File: config.mk
export PLATFORM = sky130hd
export DESIGN_NAME = pic_fifo
export DESIGN_NICKNAME = d
export VERILOG_FILES = /design/src/rtl/core/pic_pkg.sv /design/src/rtl/core/pic_fifo.sv
export SDC_FILE = /design/constraint.sdc
export NUM_CORES = 1
export LEC_CHECK = 0
export BUFFER_PORTS_ARGS = -buffer_cell sky130_fd_sc_hd__buf_2
export CORE_ASPECT_RATIO = 0.8
export CORE_MARGIN = 4
export CORE_UTILIZATION = 45
export DETAILED_ROUTE_END_ITERATION = 10
export PLACE_DENSITY = 0.69
export REMOVE_ABC_BUFFERS = 1
export SYNTH_ARGS = -nofsm -noshare
export SYNTH_HDL_FRONTEND = slang
export SYNTH_SLANG_ARGS = --single-unit
File: constraint.sdc
create_clock -name clk -period 3.5 [get_ports clk]
set_input_delay 0.875 -clock clk [delete_from_list [all_inputs] [get_ports clk]]
set_output_delay 0.875 -clock clk [all_outputs]
set_load 0.03 [all_outputs]
File: src/rtl/core/pic_pkg.sv
`timescale 1ns / 1ps

package pic_pkg;

	localparam int SQ_BITS     = 34;
	localparam int SQ_HALF     = 17;
	localparam int APB_DATA_W  = 64;
	localparam int APB_ADDR_W  = 6;
	localparam int FIFO_DEPTH  = 4;
	localparam int FIFO_PTR_W  = 2;

	typedef enum logic [2:0] {
		REG_AXIS_START_X = 3'd0,
		REG_AXIS_START_Y = 3'd1,
		REG_AXIS_START_Z = 3'd2,
		REG_AXIS_END_X   = 3'd3,
		REG_AXIS_END_Y   = 3'd4,
		REG_AXIS_END_Z   = 3'd5,
		REG_AXIS_LEN_SQ  = 3'd6,
		REG_RADIUS_SQ    = 3'd7
	} reg_idx_t;

endpackage

File: src/rtl/core/pic_fifo.sv
`timescale 1ns / 1ps

module pic_fifo #(
	parameter int W = 70
) (
	input  logic         clk,
	input  logic         arst_n,
	input  logic         in_valid,
	output logic         in_ready,
	input  logic [W-1:0] in_data,
	output logic         out_valid,
	input  logic         out_ready,
	output logic [W-1:0] out_data
);

	logic [W-1:0] mem [pic_pkg::FIFO_DEPTH];
	logic [pic_pkg::FIFO_PTR_W-1:0] wr_ptr_q, rd_ptr_q;
	logic [pic_pkg::FIFO_PTR_W:0] count_q;
	logic push, pop;

	assign in_ready  = (count_q != (pic_pkg::FIFO_PTR_W+1)'(pic_pkg::FIFO_DEPTH));
	assign out_valid = (count_q != '0);
	assign push      = in_valid && in_ready;
	assign pop       = out_valid && out_ready;
	assign out_data  = mem[rd_ptr_q];

	always_ff @(posedge clk or negedge arst_n) begin
		if (!arst_n) begin
			wr_ptr_q <= '0;
			rd_ptr_q <= '0;
			count_q  <= '0;
		end else begin
			if (push)
				wr_ptr_q <= wr_ptr_q + 1'b1;
			if (pop)
				rd_ptr_q <= rd_ptr_q + 1'b1;
			if (push && !pop)
				count_q <= count_q + 1'b1;
			else if (pop && !push)
				count_q <= count_q - 1'b1;
		end
	end

	always_ff @(posedge clk) begin
		if (push)
			mem[wr_ptr_q] <= in_data;
	end

endmodule

# Word-level counts from Yosys, hierarchy flattened
# Memories as Yosys holds them, arrays and structs flattened.
# Cells that the tools add are included.
[totals] register_bits=7 mem_bits_rw=280 in_bits=74 output_inout_bits=72 wordCells=21 n_memories=1
[memory_table] memory="mem" depth=4 width=70 rd=1 rd_ports_with_merged_regs=0 wr=1 line="pic_fifo.sv:16" text="logic [W-1:0] mem [pic_pkg::FIFO_DEPTH];"
[op_classes] n_addsub=4 eq_ne=1 mux=4 reduce_logical=8
[op_table] op="2-to-1 mux 3 bit" count=2
[op_table] op="adder 2 x 1 -> 2 bit (second input constant)" count=2
[op_table] op="logical AND 1 bit" count=4
[op_table] op="adder 3 x 1 -> 3 bit (second input constant)" count=1
[op_table] op="!= test 3 bit (second input constant)" count=1
[op_table] op="nonzero test 3 bit" count=1
[op_table] op="subtractor 3 x 1 -> 3 bit (second input constant)" count=1
[op_table] op="logical NOT 1 bit" count=2
[op_table] op="2-to-1 mux 1 bit" count=2
[op_table] op="nonzero test 2 bit" count=1

# Longest topological paths before layout
# Gate-level depths: netlist of run 1.
[logic_depth] ltp_word=6 depth_mapped=8 ltp_nobuf=8

# Least setup slack after synthesis of run 1
# OpenSTA, ideal clock, no wires.
[synth_path] path_kind="input -> register" start="in in_valid" end="mem mem[0][0] (enable)" setup_ns=0.436 arrival_ns=2.821 required_ns=3.064 setup_slack_ns=0.244 path_stages=2 path_buffers=0 path_cell_list="a21boi_2 -> and2_1"
[synth_between] elab_chain_len=3
[synth_rtl] element="start: declaration" line="pic_fifo.sv:8" text="input logic in_valid,"
[synth_rtl] element="logical AND 1 bit" line="pic_fifo.sv:23" text="assign push = in_valid && in_ready;"
[synth_rtl] element="2-to-1 mux 1 bit" line="pic_fifo.sv:45" text="if (push)"
[synth_rtl] element="2-to-1 mux 1 bit (not written as such)" line="pic_fifo.sv:46" text="mem[wr_ptr_q] <= in_data;"
[synth_rtl] element="end: declaration" line="pic_fifo.sv:16"
# Every way passes these cells.

# Final worst setup path of run 1
[layout_path] start="reg rd_ptr_q[0] in the netlist's numbering" end="out out_data[52]"
[layout_between] elab_chain_len=1
[layout_rtl] element="start: declaration" line="pic_fifo.sv:17" text="logic [pic_pkg::FIFO_PTR_W-1:0] wr_ptr_q, rd_ptr_q;"
[layout_rtl] element="start signal: assignment" line="pic_fifo.sv:36" text="rd_ptr_q <= rd_ptr_q + 1'b1;"
[layout_rtl] element="memory (4 x 70 bit)"
[layout_rtl] element="end: declaration" line="pic_fifo.sv:13" text="output logic [W-1:0] out_data"
# Every way passes these cells.

==> results of run 1 <==
## cell usage after synthesis (2+ instances only)
master / number
ha_1: 5
mux4_1: 2
and2_1: 4
nand2_1: 2
edfxtp_1: 280
buf_12: 7
buf_2: 7
xnor2_1: 4
xor2_1: 2
mux2_2: 2
mux4_2: 68
inv_1: 3
nor2_1: 2
dfrtp_1: 7
## power by group through the flow
stage	registers (mW)	logic [mW]	clock network [mW]
6_report	4.78	3.94	3.00
5_1_grt	4.85	4.20	3.25
4_1_cts	4.80	4.04	3.08
3_5_place_dp	4.87	4.03	0
3_3_place_gp	4.82	3.97	0
2_1_floorplan	5.05	2.61	0
## metrics by stage
stage          hold slack (ns)  TNS, ns  std cells
4_1_cts                  0.156        0        899
2_1_floorplan            0.493   -65.84        385
5_1_grt                  0.168        0        899
6_report                 0.178        0        899
3_5_place_dp             0.533        0        847
3_3_place_gp             0.509        0        847
## how the worst max path moves through the flow
stage | start | end | slack (ns) | cells after the start
after global routing | rd_ptr_q[0] | out_data[52] | 0.21 | 3
after detailed placement | rd_ptr_q[0] | out_data[52] | 0.86 | 3
after floorplan | rd_ptr_q[0] | out_data[65] | -1.05 | 1
final | rd_ptr_q[0] | out_data[52] | 0.37 | 3
after global placement | rd_ptr_q[0] | out_data[52] | 0.88 | 3
after CTS | rd_ptr_q[0] | out_data[52] | 0.28 | 3
## registers in the layout (all words and copies together), names as in the netlist
signal / cells
mem: 280
count_q: 3
rd_ptr_q: 2
wr_ptr_q: 2
## metal layers
layer  up-vias  wire length [um]
met5         -                36
met4         6               341
met3        30              1500
met2       188              9400
met1      2444              8370
li1       2070                 -
## kinds of logic (layout without fill, tap and decap cells)
| group | Yosys count | in the layout | share of synthesized area [%] |
|---|---|---|---|
| buf+inv | 19 | 211 | 1.90 |
| compound gates | 1 | 1 | 0.106 |
| simple gates | 10 | 10 | 0.484 |
| xor+xnor | 6 | 6 | 0.496 |
| mux | 72 | 72 | 15.2 |
| flops | 287 | 287 | 81.1 |
| fa+ha+maj | 6 | 6 | 0.780 |
## final cells by class
type                            count  area [um^2]  share of cell area [%]
Clock inverter                     17          186                    1.48
Timing Repair Buffer              156          883                    7.00
Clock buffer                       35          748                    5.93
Multi-Input combinational cell     95         1810                    14.4
Inverter                            3         11.3                  0.0893
Tap cell                          306          383                    3.03
Sequential cell                   287         8590                    68.1
==> flow_metrics.py, run 1 <==
metrics = {
    "floorplanning": {
        "dieArea_mm2": 0.0261,
        "row_count": 49,
        "initial_core_util_pct": 46.4,
        "die_w_um": 180,
        "die_h_um": 145,
        "num_io_pins": 146,
        "coreArea_mm2": 0.0228,
    },
    "clock_tree": {
        "cts_tree": "done",
        "clkLatencyLatePin_ns": 0.53,
        "clockRootBuffer": "clkbuf_16",
        "cts_buffers": 28,
        "postCtsSetupRepairBufs": 0,
        "htree_levels": 1,
        "cts_resized": 0,
        "clockBufferDepth": 3,
        "path_clk_slew_ns": 0.06,
        "cts_hold_buf": 0,
        "cts.sinks": 287,
    },
    "setup_path": {
        "crit_type": "reg -> out",
        "cp.required_ns": 2.62,
        "cp_slowest_cell": "dfrtp_4",
        "arrival_ns": 2.26,
        "crit_path_max_fanout": 17,
        "reg2reg_from": "count_q[1]",
        "endpoint_kind": "output port",
        "max_stage_delay_ns": 0.57,
        "critical_path_buf_inv_count": 2,
        "path_cells": "buf_4 > mux4_2 > buf_2",
        "critPathLaunchType": "flop",
        "ff2ff_path_depth": 8,
        "rr_endpoint": "count_q[2]",
        "regToRegSetupSlack_ns": 1.31,
        "path_delay_family": "buffers and inverters",
    },
    "sta": {
        "fin_crit_ns": 3.13,
        "setup_viol": 0,
        "max_freq_ghz": 0.319,
        "skew_ns": 0.0101,
        "worst_pin_slew_ns": 0.530,
        "period_share_pct": 89.5,
        "grt_setup_unrepaired": "false",
        "finalWorstSetupSlack_ns": 0.366,
        "relSlewSlack_pct": 64.7,
        "hold_violations": 0,
        "slew_violations": 0,
    },
    "placement": {
        "hpwlAfterDp_mm": 12.2,
        "placed_area_mm2": 0.0117,
        "gp_congestion": 0.717,
        "portBuffers": 145,
        "pre_cts_ws_ns": 0.860,
    },
    "synthesis": {
        "synth_area_leaders": "edfxtp_1 (79%), mux4_2 (14%), dfrtp_1 (1.7%)",
        "ys_warn_count": 0,
        "async_flop_share_pct": 2.44,
        "avgSynthCellArea_um2": 26.4,
        "ys_seq_area_share_pct": 81.1,
        "synth_seq_cells": 287,
        "synth_top_flop_cell": "edfxtp_1",
        "synth_top_area_cell": "edfxtp_1",
        "synth_edf_count": 280,
        "netlist.area_leader.share_pct": 79.4,
        "synthCells": 401,
        "netlist-cell-type-count": 20,
        "synth_area_mm2": 0.0106,
    },
    "flow_run": {
        "drv_cap": 0,
    },
    "power_and_ir_drop": {
        "finalPower_mw": 11.7,
        "seq_power_share_pct": 40.8,
        "max-vdd-ir-drop_mv": 0.599,
        "powerDensity_mw_per_mm2": 929,
        "p_int_mw": 7.81,
        "swShare_pct": 33.3,
        "p_leak_nw": 4.31,
        "power.net_switching_mw": 3.91,
        "comb_power_share_pct": 33.6,
        "p_clk_share_pct": 25.6,
    },
    "grt": {
        "grt_remaining_overflow": 0,
        "use_met1_pct": 21.0,
        "grt_util_met3_pct": 4.15,
        "grt_usage_pct": 15.1,
        "use_met2_pct": 24.4,
        "grt_max_degree": 41,
        "top_usage_layer": "met2",
        "first_global_vias": 5165,
        "grt_pass1_wl_mm": 30.8,
        "antenna_found_initial": 3,
    },
    "layout": {
        "final_common_cell": "edfxtp_1",
        "layout_common_cells": "edfxtp_1 (280), buf_2 (145), mux4_2 (68)",
        "fin_nets": 651,
        "antenna_cells": 0,
        "fill_cells": 1737,
        "fin_util_pct": 55.3,
        "syn_to_final_growth_pct": 19.2,
        "fin_area_mm2": 0.0126,
        "layout-drive-gt1-share_pct": 46.0,
    },
    "route": {
        "drt_wl_total_mm": 19.6,
        "ant_nets": 0,
        "initialDrtViolationCount": 291,
        "drc": 0,
        "vias_per_cell": 5.27,
        "num_vias": 4738,
        "wl_per_cell_um": 21.9,
        "drtPass1Iterations": 4,
    },
    "hold_path": {
        "hold_class": "in -> async",
    },
    "run_status": {
        "outcome": "complete, no violations",
    },
}
Note: power is estimated with default switching activity, not from simulation.
==> run 2: changes to the inputs <==
Clock period 3.5 ns to 3 ns, I/O delays scaled along.
==> run 2 against run 1 <==
Hold slack got worse by 0.13 ns; sequential share of layout area fell by 0.24 points; critical path depth did not move; sequential power rose by 16%; final area rose by 0.36%; flip-flop and latch count did not move; via count fell by 0.51%; utilization rose by 0.20 points; die area did not move; setup slack got worse by 0.22 ns; clock skew fell by 0.0054 ns; wire length fell by 1.3%.
==> flow_metrics.py, run 2 (synthesis results as in run 1) <==
metrics = {
    "run_status": {
        "outcome": "complete, no violations",
    },
    "placement": {
        "gp_congestion": 0.720,
        "placed_area_mm2": 0.0117,
        "portBuffers": 145,
        "pre_cts_ws_ns": 0.599,
        "hpwlAfterDp_mm": 12.1,
    },
    "power_and_ir_drop": {
        "p_leak_nw": 4.34,
        "max-vdd-ir-drop_mv": 0.636,
        "p_clk_share_pct": 25.7,
        "power.net_switching_mw": 4.59,
        "seq_power_share_pct": 40.4,
        "finalPower_mw": 13.7,
        "comb_power_share_pct": 33.9,
        "swShare_pct": 33.4,
        "p_int_mw": 9.14,
        "powerDensity_mw_per_mm2": 1080,
    },
    "clock_tree": {
        "cts_resized": 0,
        "cts.sinks": 287,
        "clkLatencyLatePin_ns": 0.53,
        "clockRootBuffer": "clkbuf_16",
        "cts_tree": "done",
        "clockBufferDepth": 3,
        "cts_buffers": 28,
        "path_clk_slew_ns": 0.06,
        "cts_hold_buf": 0,
        "htree_levels": 1,
    },
    "setup_path": {
        "cp.required_ns": 2.25,
        "endpoint_kind": "output port",
        "crit_path_max_fanout": 41,
        "crit_type": "reg -> out",
        "critPathLaunchType": "flop",
        "arrival_ns": 2.10,
    },
    "layout": {
        "fill_cells": 1736,
        "regMostFlops": "mem",
        "layout_common_cells": "edfxtp_1 (280), buf_2 (145), mux4_2 (68)",
        "fin_area_mm2": 0.0127,
        "reg.largest.list": "mem: 280 flops, count_q: 3 flops",
        "largest_reg_flops": 280,
        "multi_input_area_mm2": 0.00181,
        "syn_to_final_growth_pct": 19.6,
        "final-seq-area_mm2": 0.00859,
        "fin_nets": 653,
        "final_common_cell": "edfxtp_1",
        "layout-drive-gt1-share_pct": 47.3,
        "antenna_cells": 0,
    },
    "floorplanning": {
        "coreArea_mm2": 0.0228,
        "row_count": 49,
        "die_h_um": 145,
        "die_w_um": 180,
        "dieArea_mm2": 0.0261,
        "initial_core_util_pct": 46.4,
        "num_io_pins": 146,
    },
    "route": {
        "initialDrtViolationCount": 408,
        "num_vias": 4714,
        "wl_per_cell_um": 21.6,
        "drt_wl_total_mm": 19.4,
        "drc": 0,
        "drtPass1Iterations": 4,
        "vias_per_cell": 5.24,
        "ant_nets": 0,
    },
    "sta": {
        "hold_ws_ns": 0.0505,
        "grt_setup_unrepaired": "false",
        "finalWorstSetupSlack_ns": 0.146,
        "fin_crit_ns": 2.85,
        "tns_ns": 0,
        "slew_violations": 0,
        "skew_ns": 0.00465,
        "hold_violations": 0,
        "max_freq_ghz": 0.350,
        "setup_viol": 0,
        "relSlewSlack_pct": 72.5,
        "period_share_pct": 95.1,
        "worst_pin_slew_ns": 0.412,
    },
    "grt": {
        "first_global_vias": 5205,
        "grt_max_degree": 42,
        "antenna_found_initial": 2,
        "grt_remaining_overflow": 0,
        "grt_usage_pct": 14.7,
        "grt_pass1_wl_mm": 30.3,
    },
    "flow_run": {
        "drv_cap": 0,
    },
    "hold_path": {
        "hold_class": "in -> async",
    },
}
## run 2: changes by cell type in the layout (fill, tap and decap cells not counted)
cell        change
clkbuf_1        -4
clkinv_2        +4
clkinv_1        -3
buf_12          +1
buf_8           +1
clkinv_4        +1
clkinvlp_4      +1
## run 2: critical path, cell delays in order (launching register included)
cell	delay, ns
dfrtp_4	0.44
buf_12	0.29
mux4_2	0.60
buf_2	0.21
## run 2: routing by layer
metal / share of wire (%) / vias to the layer above / GRT usage [%]
met5: 0.13 / - / 0
met3: 5.9 / 36 / 3.45
met4: 1.9 / 4 / 3.20
li1: - / 2066 / -
met2: 49 / 158 / 24.0
met1: 43 / 2450 / 20.5
## run 2: worst paths after layout
path / to / slack [ns] / startpoint / cells past startpoint
min reg2reg: count_q[2] / 0.57 / count_q[2] / 1
max reg2reg: count_q[2] / 0.80 / count_q[1] / 8
max: out_data[14] / 0.15 / rd_ptr_q[0] / 3
min: wr_ptr_q[0] / 0.05 / arst_n / 1
min in group clk: mem[1][64] / 0.44 / in_data[64] / 1
max in group asynchronous: rd_ptr_q[0] / 2.77 / arst_n / 1
## run 2: final cells by class
type	count	share of cell area [%]
Clock buffer	31	5.79
Clock inverter	20	1.67
Inverter	3	0.0889
Multi-Input combinational cell	95	14.3
Sequential cell	287	67.8
Tap cell	306	3.02
Timing Repair Buffer	158	7.25
## run 2: power by group through the flow
stage | logic (mW) | clock network [mW] | registers [mW]
after detailed placement | 4.68 | 0 | 5.67
after global routing | 4.97 | 3.79 | 5.61
after CTS | 4.71 | 3.62 | 5.59
after floorplan | 3.05 | 0 | 5.89
after global placement | 4.64 | 0 | 5.62
final | 4.66 | 3.53 | 5.54
## run 2: metrics by stage
| stage | util (%) | instances |
|---|---|---|
| after detailed placement | 51.3 | 848 |
| after global placement | 51.3 | 848 |
| after global routing | 55.5 | 900 |
| final | 55.5 | 900 |
| after floorplan | - | 385 |
| after CTS | 55.5 | 899 |
## run 2: repair_timing
action | 4_1_cts | 5_1_grt
buffers inserted | 0 | 1
endpoints found under the hold margin | 0 | 0
setup endpoints to repair | 0 | 1
==> run 3: changes to the inputs <==
Settings changed: BUFFER_PORTS_ARGS -buffer_cell sky130_fd_sc_hd__buf_2 to unset, CORE_UTILIZATION 45 to 30, DONT_BUFFER_PORTS set to 1, PLACE_DENSITY 0.69 to 0.48, RECOVER_POWER set to 25.
==> run 3 against run 2 <==
Wire length grew 7.4%; global-route usage shrank 3.9 points; clock skew grew 0.0075 ns; sequential power is essentially flat; cell count grew 2.8%; combinational power shrank 10%; non-clock buffer count shrank 143; clock-buffer cell count grew 7; flip-flop and latch count is the same; hold slack gained 0.24 ns; first-iteration DRC count shrank 48%; register-to-register slack lost 0.15 ns; largest cell class unchanged.
==> flow_metrics.py, run 3 (synthesis results as in run 1) <==
metrics = {
    "route": {
        "drt_wl_total_mm": 20.8,
        "drc": 0,
        "drtPass1Iterations": 4,
        "initialDrtViolationCount": 212,
        "ant_nets": 0,
        "vias_per_cell": 4.49,
        "num_vias": 4155,
        "wl_per_cell_um": 22.5,
    },
    "floorplanning": {
        "dieArea_mm2": 0.0384,
        "initial_core_util_pct": 30.4,
        "num_io_pins": 146,
        "die_w_um": 218,
        "die_h_um": 176,
        "coreArea_mm2": 0.0348,
        "row_count": 61,
    },
    "layout": {
        "antenna_cells": 0,
        "regMostFlops": "mem",
        "fin_nets": 512,
        "fin_area_mm2": 0.0122,
        "final_cells": 925,
        "final_common_cell": "edfxtp_1",
        "layout-drive-gt1-share_pct": 28.3,
        "reg.largest.list": "mem: 280 flops, count_q: 3 flops",
        "syn_to_final_growth_pct": 14.9,
        "largest_reg_flops": 280,
        "fill_cells": 3235,
        "layout_common_cells": "edfxtp_1 (280), mux4_2 (68), clkbuf_16 (31)",
    },
    "placement": {
        "gp_congestion": 0.701,
        "placed_area_mm2": 0.0112,
        "portBuffers": 0,
        "dp.cells": 871,
        "hpwlAfterDp_mm": 12.8,
    },
    "setup_path": {
        "arrival_ns": 2.11,
        "critPathLaunchType": "flop",
        "cp.required_ns": 2.25,
        "ff2ff_path_depth": 8,
        "crit_type": "reg -> out",
        "crit_path_max_fanout": 33,
        "endpoint_kind": "output port",
    },
    "clock_tree": {
        "clockBufferDepth": 3,
        "path_clk_slew_ns": 0.06,
        "clkLatencyLatePin_ns": 0.55,
        "htree_levels": 1,
        "cts.sinks": 287,
        "clockRootBuffer": "clkbuf_16",
        "cts_tree": "done",
        "cts_resized": 0,
        "cts_buffers": 30,
    },
    "sta": {
        "skew_ns": 0.0122,
        "hold_violations": 0,
        "fin_crit_ns": 2.86,
        "grt_setup_unrepaired": "false",
        "period_share_pct": 95.2,
        "setup_viol": 0,
        "slew_violations": 0,
        "max_freq_ghz": 0.350,
        "worst_pin_slew_ns": 0.416,
        "relSlewSlack_pct": 72.3,
    },
    "grt": {
        "grt_max_degree": 34,
        "grt_usage_pct": 10.7,
        "antenna_found_initial": 0,
        "grt_pass1_wl_mm": 31.0,
        "top_usage_layer": "met2",
        "use_met2_pct": 17.3,
        "grt_util_met3_pct": 4.77,
        "first_global_vias": 4673,
        "use_met1_pct": 13.6,
        "grt_remaining_overflow": 0,
    },
    "hold_path": {
        "whs_path_depth": 0,
        "hold_class": "in -> reg",
    },
    "flow_run": {
        "drv_cap": 0,
    },
    "run_status": {
        "outcome": "complete, no violations",
    },
    "power_and_ir_drop": {
        "p_leak_nw": 3.76,
        "powerDensity_mw_per_mm2": 1090,
        "max-vdd-ir-drop_mv": 0.440,
        "finalPower_mw": 13.2,
    },
}
==> run 3: area by class of cell <==
cell class	count	area, um^2	area share, %
inverters	3	11.3	0.0925
clock inverters	15	121	0.997
multi-input cells	95	1810	14.9
repair buffers	15	240	1.97
well taps	472	591	4.85
flip-flops and latches	287	8590	70.6
clock buffers	38	802	6.59
==> run 3: stage by stage <==
stage	setup WS [ns]	util [%]	TNS, ns	hold WS, ns
after detailed placement	0.638	32.3	0	0.455
final	0.143	35.0	0	0.290
after global routing	0.0389	35.0	0	0.242
after floorplan	-1.43	-	-129.46	0.454
after CTS	0.0744	35.0	0	0.246
after global placement	0.695	32.3	0	0.455
==> run 3: where the power goes <==
part	switching [mW]	total (mW)	internal (mW)
Sequential	0.265	5.57	5.31
Combinational	2.82	4.18	1.36
Clock	1.44	3.48	2.04
Total	4.52	13.2	8.71
==> run 3: routing by layer <==
layer  vias to the layer above  share of wire, %
met2                       133                48
met5                         -                 0
li1                       1785                 -
met1                      2213                41
met4                         0               1.8
met3                        24               9.2
==> run 3: path summary, 6_finish.rpt <==
check / slack, ns / startpoint / to
worst max-delay path: 0.14 / rd_ptr_q[0] / out_data[65]
worst min-delay path: 0.29 / in_data[32] / mem[2][32]
worst max register to register: 0.65 / count_q[1] / count_q[2]
worst min register to register: 0.55 / count_q[2] / count_q[2]
max in group asynchronous: 2.16 / arst_n / rd_ptr_q[0]
min in group asynchronous: 0.54 / arst_n / rd_ptr_q[1]
==> run 3: critical path: stages (launching register included) <==
cell and delay (ns):
dfrtp_4 0.45, buf_12 0.29, mux4_1 0.77
==> run 3: repair_timing <==
action | CTS | global route
setup buffers | 0 | 0
hold buffers | 1 | 0
endpoints found under the hold margin | 7 | 0
